File: src/rtl/cssp_pkg.sv
// ----------------------------------------------------------------------------
// cssp_pkg: shared types and constants for the support point core
// Request and result layouts, codes, sequencer states, Q16.16 saturation.
// ----------------------------------------------------------------------------
package cssp_pkg;

	localparam int MAX_VERTICES = 64;
	localparam int VIDX_W       = $clog2(MAX_VERTICES);
	localparam int VCNT_W       = $clog2(MAX_VERTICES + 1);
	localparam int PT_W         = 34;
	localparam int PROD_W       = 66;

	localparam logic [5:0] SQRT_STEPS = 6'd32;
	localparam logic [5:0] DIV_STEPS  = 6'd31;

	localparam logic ITEM_WRITE = 1'b0;
	localparam logic ITEM_QUERY = 1'b1;

	localparam logic [2:0] SHAPE_SPHERE  = 3'd0;
	localparam logic [2:0] SHAPE_CONE    = 3'd1;
	localparam logic [2:0] SHAPE_CAPSULE = 3'd2;
	localparam logic [2:0] SHAPE_POLY    = 3'd3;
	localparam logic [2:0] SHAPE_BOX     = 3'd4;
	localparam logic [2:0] SHAPE_RBOX    = 3'd5;

	localparam logic [1:0] STATUS_OK       = 2'd0;
	localparam logic [1:0] STATUS_ZERO_DIR = 2'd1;
	localparam logic [1:0] STATUS_EMPTY    = 2'd2;

	localparam logic [2:0] CFG_SHAPE  = 3'd0;
	localparam logic [2:0] CFG_RAD1   = 3'd1;
	localparam logic [2:0] CFG_RAD2   = 3'd2;
	localparam logic [2:0] CFG_HX     = 3'd3;
	localparam logic [2:0] CFG_HY     = 3'd4;
	localparam logic [2:0] CFG_HZ     = 3'd5;
	localparam logic [2:0] CFG_VCOUNT = 3'd6;

	typedef struct packed {
		logic               kind;
		logic [5:0]         vertex_index;
		logic signed [31:0] vec_x;
		logic signed [31:0] vec_y;
		logic signed [31:0] vec_z;
	} req_t;

	typedef struct packed {
		logic signed [31:0] point_x;
		logic signed [31:0] point_y;
		logic signed [31:0] point_z;
		logic [1:0]         status;
	} rsp_t;

	typedef struct packed {
		logic signed [31:0] x;
		logic signed [31:0] y;
		logic signed [31:0] z;
	} vertex_t;

	typedef enum logic [2:0] {
		ST_IDLE,
		ST_SCAN,
		ST_SQUARE,
		ST_ROOT,
		ST_MUL,
		ST_DIV,
		ST_DONE
	} state_t;

	typedef struct packed {
		logic go;
		logic is_sqrt;
	} rd_req_t;

	typedef struct packed {
		logic        done;
		logic [31:0] value;
	} rd_rsp_t;

	function automatic logic signed [31:0] sat32(input logic signed [PT_W-1:0] v);
		logic signed [31:0] r;
		if (v[PT_W-1:31] != {(PT_W-31){v[PT_W-1]}})
			r = v[PT_W-1] ? 32'sh8000_0000 : 32'sh7FFF_FFFF;
		else
			r = v[31:0];
		return r;
	endfunction

endpackage

File: src/rtl/cssp_rootdiv.sv
// ----------------------------------------------------------------------------
// cssp_rootdiv: bit-serial square root and division unit
// One shared trial subtractor; 64-bit isqrt (32 steps) or quotient of a
// dividend known to give a quotient below 2^31 (31 steps).
// ----------------------------------------------------------------------------
module cssp_rootdiv (
	input  logic              clk,
	input  logic              arst_n,
	input  cssp_pkg::rd_req_t req,
	input  logic [63:0]       num,
	input  logic [31:0]       den,
	output cssp_pkg::rd_rsp_t rsp
);

	logic        run_q;
	logic        done_q;
	logic [5:0]  cnt_q;
	logic        op_sqrt_q;
	logic [33:0] rem_q;
	logic [63:0] src_q;
	logic [31:0] q_q;
	logic [31:0] dvs_q;

	logic [35:0] minuend;
	logic [35:0] subtr;
	logic [36:0] diff;
	logic        fit;

	// shared trial subtract: root takes two radicand bits, divide takes one
	always_comb begin
		minuend = op_sqrt_q ? {rem_q, src_q[63:62]} : {1'b0, rem_q, src_q[63]};
		subtr   = op_sqrt_q ? {2'b00, q_q, 2'b01} : {4'b0000, dvs_q};
		diff    = {1'b0, minuend} - {1'b0, subtr};
		fit     = !diff[36];
	end

	always_ff @(posedge clk or negedge arst_n) begin
		if (!arst_n) begin
			run_q  <= 1'b0;
			done_q <= 1'b0;
			cnt_q  <= '0;
		end else begin
			done_q <= 1'b0;
			if (req.go) begin
				run_q <= 1'b1;
				cnt_q <= req.is_sqrt ? cssp_pkg::SQRT_STEPS : cssp_pkg::DIV_STEPS;
			end else if (run_q) begin
				cnt_q <= cnt_q - 6'd1;
				if (cnt_q == 6'd1) begin
					run_q  <= 1'b0;
					done_q <= 1'b1;
				end
			end
		end
	end

	always_ff @(posedge clk) begin
		if (req.go) begin
			op_sqrt_q <= req.is_sqrt;
			dvs_q     <= den;
			q_q       <= '0;
			if (req.is_sqrt) begin
				rem_q <= '0;
				src_q <= num;
			end else begin
				rem_q <= {1'b0, num[63:31]};
				src_q <= {num[30:0], 33'd0};
			end
		end else if (run_q) begin
			rem_q <= fit ? diff[33:0] : minuend[33:0];
			q_q   <= {q_q[30:0], fit};
			src_q <= op_sqrt_q ? {src_q[61:0], 2'b00} : {src_q[62:0], 1'b0};
		end
	end

	assign rsp.done  = done_q;
	assign rsp.value = q_q;

endmodule

File: config.mk
export PLATFORM = sky130hd
export DESIGN_NAME = cssp_rootdiv
export DESIGN_NICKNAME = d
export VERILOG_FILES = /design/src/rtl/cssp_pkg.sv /design/src/rtl/cssp_rootdiv.sv
export SDC_FILE = /design/constraint.sdc
export NUM_CORES = 1
export LEC_CHECK = 0
export ABC_AREA = 1
export BUFFER_PORTS_ARGS = -buffer_cell sky130_fd_sc_hd__buf_2
export CAP_MARGIN = 25
export CELL_PAD_IN_SITES_DETAIL_PLACEMENT = 0
export CELL_PAD_IN_SITES_GLOBAL_PLACEMENT = 1
export CORE_ASPECT_RATIO = 1.5
export CORE_MARGIN = 2
export CORE_UTILIZATION = 30
export CTS_CLUSTER_SIZE = 24
export DETAILED_ROUTE_END_ITERATION = 16
export PLACE_DENSITY = 0.69
export SYNTH_ARGS = -nofsm -noshare
export SYNTH_HDL_FRONTEND = slang
export SYNTH_SLANG_ARGS = --single-unit
export TNS_END_PERCENT = 100
File: constraint.sdc
create_clock -name clk -period 6.9 [get_ports clk]
set_input_delay 0.69 -clock clk [delete_from_list [all_inputs] [get_ports clk]]
set_output_delay 0.69 -clock clk [all_outputs]
set_load 0.01 [all_outputs]
# [After elaboration in Yosys (flattened, before gate mapping)]
# Cells that the tools add are included.
[word_totals] reg_bits=171 latchBits=0 mem_bits_ro=0 wordCells=32 ram_bits=0 mem_count=0
[classes] n_bitwise=0 n_div=0 reduce_logical=2 shifts=0 eq_ne=1 multipliers=0 n_mux=19 add_sub_neg=2 magnitude_cmp=0
[ops] operator="64-bit two-way mux" count=4
[ops] operator="34-bit two-way mux" count=4
[ops] operator="36-bit by 34-bit subtractor with 37-bit output" count=1
[ops] operator="36-bit two-way mux" count=1
[ops] operator="33-bit two-way mux" count=1
[ops] operator="6-bit two-way mux" count=3
[ops] operator="6-bit by 1-bit == test with 1-bit output (second input constant)" count=1
[ops] operator="1-bit two-way mux" count=6
[ops] operator="6-bit by 1-bit subtractor with 6-bit output (second input constant)" count=1
[ops] operator="2-bit nonzero test" count=1
[ops] operator="1-bit logical NOT" count=1

# [Longest topological paths before layout]
[depth] depth_word=5 mapped_depth=22

# [Worst setup path before layout]
# No wires, ideal clock.
[synth_path] kind="input-to-reg" from="input port req[1] in the netlist's numbering" to="register rem_q[0] (enable)" required_ps=6399 setup_slack_ps=2503 t_arrival_ps=3896 path_stages=4 cell_sequence="buf_2 > nor2_1 > clkinv_1 > buf_1"
[synth_via] elab_chain_cells=1
[synth_lines] element="start: declaration" line_no="cssp_rootdiv.sv:9" rtl="input cssp_pkg::rd_req_t req,"
[synth_lines] element="2-bit nonzero test (no line)"
[synth_lines] element="end signal: assignment" line_no="cssp_rootdiv.sv:66" rtl="rem_q <= {1'b0, num[63:31]};"
[synth_lines] element="end signal: assignment" line_no="cssp_rootdiv.sv:70" rtl="rem_q <= fit ? diff[33:0] : minuend[33:0];"
[synth_lines] element="end: declaration" line_no="cssp_rootdiv.sv:19" rtl="logic [33:0] rem_q;"
# No other way between the ends.
# A chain may end at the register's enable or synchronous reset.

# [Worst setup path in the final report]
[layout_path] from="register op_sqrt_q" to="register rem_q[1] (data pin)"
[layout_via] elab_chain_cells=5
[layout_lines] element="start: declaration" line_no="cssp_rootdiv.sv:18" rtl="logic op_sqrt_q;"
[layout_lines] element="start signal: assignment" line_no="cssp_rootdiv.sv:59" rtl="op_sqrt_q <= req.is_sqrt;"
[layout_lines] element="36-bit two-way mux / 34-bit two-way mux (equally long branches)" line_no="cssp_rootdiv.sv:31, cssp_rootdiv.sv:32"
[layout_lines] element="36-bit by 34-bit subtractor with 37-bit output" line_no="cssp_rootdiv.sv:33" rtl="diff = {1'b0, minuend} - {1'b0, subtr};"
[layout_lines] element="34-bit two-way mux *" line_no="cssp_rootdiv.sv:70"
[layout_lines] element="34-bit two-way mux *" line_no="cssp_rootdiv.sv:69" rtl="end else if (run_q) begin"
[layout_lines] element="34-bit two-way mux *" line_no="cssp_rootdiv.sv:58" rtl="if (req.go) begin"
# Mark *: on every way between the ends. The rest lies on a longest branch, timed or not. The select of a mux whose other input is x is not followed.

==> out/results.txt <==
IO Port Bufs = 132
Via count = 10200
Psw = 1880 uW
Fmax = 250 MHz
Clk pwr share = 0.217
Initial core utilization = 0.303
Power per Cell Area = 343 mW/mm^2
Cell Area, Synth = 0.0114 mm^2
Synth Flop Type = edfxtp_1
Share of layout cells above drive strength 1 = 0.146
Max Slew Vio Count = 0
LEAKAGE = 0.00613 uW
Final cell count without fillers = 2115
Ys Warns = 0
Period utilization = 0.580
Sum of negative setup slack = 0 ns
Syn_area_per_cell = 7.44 um^2
Worst slew pin tran = 1.04 ns
Crit path launch = op_sqrt_q$_DFFE_PP_
Final Total Pwr = 4440 uW
Largest net degree at the start of global routing = 163
RSZ-0062 raised after global routing = no
Cell count after synthesis = 1526
# IOs = 133
CTS sink cnt = 171
# Max-Cap Violations = 0
Clk slew on worst S/H paths = 0.07 ns
Reg2reg path depth = 14
GP Congestion = 0.911
Global-route wire length before repair = 55600 um
Int Power = 2560 uW
Status = finished, final reports clean
Seq/Total Area, Yosys = 0.421
Total gr overflow = 0
CTS resizes = 0
Num rows = 87
Slowest stage cell, crit path = inv_2
Final setup violation count = 0
GRT Overall Usage = 0.183
Synth top area share = 0.346
Synth unique cells = 46
Initial DRC Count = 552
Largest incremental delay on the critical path = 0.65 ns
RR Startpoint = op_sqrt_q$_DFFE_PP_
Die width = 163 um
Clk buf depth = 2
Cell Chain, Critical Path = inv_2 -> buf_4 -> or2_2 -> o21ai_0 -> inv_1 -> ha_1 -> a21oi_1 -> and2_1 -> o21ai_2 -> nor2_8 -> nand2_8 -> nand2_1 -> nand3_1 -> o21ai_1
CTS hold repair buffers = 0
Critical path class = flop to flop
Synth async-reset ratio = 0.0468
Crit path max fanout = 52
Die area = 0.0394 mm^2
Area growth from synthesis to layout = 14.0%
Crit path DAT = 4.27 ns
Hold/Removal Path Class = primary input to asynchronous set/reset pin
Placeable core region = 0.0374 mm^2
WL/cell = 17.0 um
Chip height = 242 um
Flop pwr share = 0.320
Vias per cell = 4.80
DRC = 0
Mapped Nets = 1663
Initial antenna violation count = 1
Dominant cell type by area after synthesis = edfxtp_1
DP HPWL = 26400 um
DRT Pass-1 Iters = 5
Combinational share of power = 0.463
Final hold violation count = 0
CP startpoint kind = flop
Normalized max-slew margin = 0.307
Register bit total from synthesis = 171
Antenna-violating nets left = 0
Clk root buf = clkbuf_16
EDFF count, synth = 131
Skew-Pair Late Insertion Delay = 0.46 ns
Skew final = 0.0188 ns
Vias in the first global route = 9978
Nets = 1749
CTS tree = yes
Sw frac = 0.424
Number of CTS-inserted buffers = 17
Data required time of the critical path = 7.17 ns
Synth area leaders = edfxtp_1 35%, nand2_1 13%, inv_1 7.5%
WL final = 35900 um
Post-CTS setup buffer count = 0
Worst VDD drop = 193 uV
Final min period = 4.00 ns
Dpl cells = 2082
H-tree depth = 4
CP endpoint kind = flop
-- power by group through the flow --
stage | logic (uW) | registers (uW) | clock network, uW
CTS | 2070 | 1420 | 994
detailed placement | 2050 | 1440 | 0
finish | 2060 | 1420 | 964
global route | 2320 | 1440 | 1030
floorplan | 1520 | 1410 | 0
global placement | 2050 | 1440 | 0
-- synth_stat cells, types with 9 or more instances --
master / instances
a21oi_1: 18
buf_2: 9
clkbuf_1: 51
dfxtp_1: 32
edfxtp_1: 131
ha_1: 36
inv_1: 227
nand2_1: 400
nand3_1: 139
nand4_1: 12
nor2_1: 157
o211ai_1: 12
o21ai_0: 70
o21ai_1: 13
o221ai_1: 13
o22ai_1: 31
o311ai_0: 20
o31ai_1: 20
o32ai_1: 11
or2_2: 44
xnor2_1: 15
-- cell type report --
class	instances	area (um^2)
clock buffer	25	515
multi-input combinational	1047	5360
timing repair buffer	140	736
antenna	1	2.50
tap	489	612
clock inverter	7	57.6
inverter	235	885
fill	4154	24500
sequential	171	4770
-- kinds of logic (layout without fill, tap and decap cells) --
family                   after synthesis  in the layout  share of synthesized area
buffers and inverters                308            407                      0.107
adder cells (fa/ha/maj)               37             37                     0.0414
XOR/XNOR                              17             17                     0.0131
AO/OA/AOI/OAI                        215            215                      0.122
AND/OR/NAND/NOR                      778            778                      0.296
other                                  0              1                          0
flip-flops                           171            171                      0.421
-- worst max-delay path, delay by kind of cell, from the launching register on --
family	cells	cell delay, ns
adder cells (fa/ha/maj)	1	0.28
AND/OR/NAND/NOR	6	1.28
AO/OA/AOI/OAI	4	0.44
flip-flops	1	0.44
buffers and inverters	3	1.31
-- per-stage QoR --
step / cell area (um^2) / hold WS [ns] / utilization / worst slack, ns
2_1_floorplan: 11400 / 0.394 / - / 2.50
3_3_place_gp: 12400 / 0.497 / 0.330 / 2.94
3_5_place_dp: 12400 / 0.501 / 0.330 / 2.91
4_1_cts: 12900 / 0.0429 / 0.346 / 2.90
5_1_grt: 12900 / 0.0607 / 0.346 / 2.59
6_report: 12900 / 0.0688 / 0.346 / 2.90
-- routing by layer --
layer  wire length, um  vias to the layer above  GRT usage
met4               973                        0     0.0630
li1                  -                     5204          -
met2             18700                      221      0.327
met5                 0                        -          0
met3              1210                       40     0.0301
met1             15100                     4692      0.220
-- cells in the final DEF (no fill, tap or decap), types with 11 or more instances in the layout --
master     count
o32ai_1       11
buf_2        131
o21ai_0       70
nand4_1       12
inv_1        226
o311ai_0      20
nand3_1      139
clkbuf_16     17
o211ai_1      12
ha_1          36
edfxtp_1     131
o221ai_1      13
xnor2_1       15
nand2_1      400
a21oi_1       18
dfxtp_1       32
or2_2         44
o22ai_1       31
nor2_1       157
o31ai_1       20
o21ai_1       13
-- sequential cells by signal, indices dropped and copies added, names as in the netlist --
name       count
op_sqrt_q      1
rem_q         34
src_q         64
dvs_q         32
q_q           32
done_q         1
cnt_q          6
run_q          1
-- worst paths after layout --
check                                       endpoint  slack [ns]
min in group clk                 dvs_q[12]$_DFFE_PP_        0.41
worst min-delay path                 run_q$_DFF_PN0_        0.07
worst max register to register    rem_q[1]$_DFFE_PP_        2.90
max in group asynchronous       cnt_q[4]$_DFFE_PN0P_        6.65
worst min register to register  q_q[12]$_SDFFE_PP0P_        0.52
worst max-delay path              rem_q[1]$_DFFE_PP_        2.90
Power figures use the tool's default switching activity.
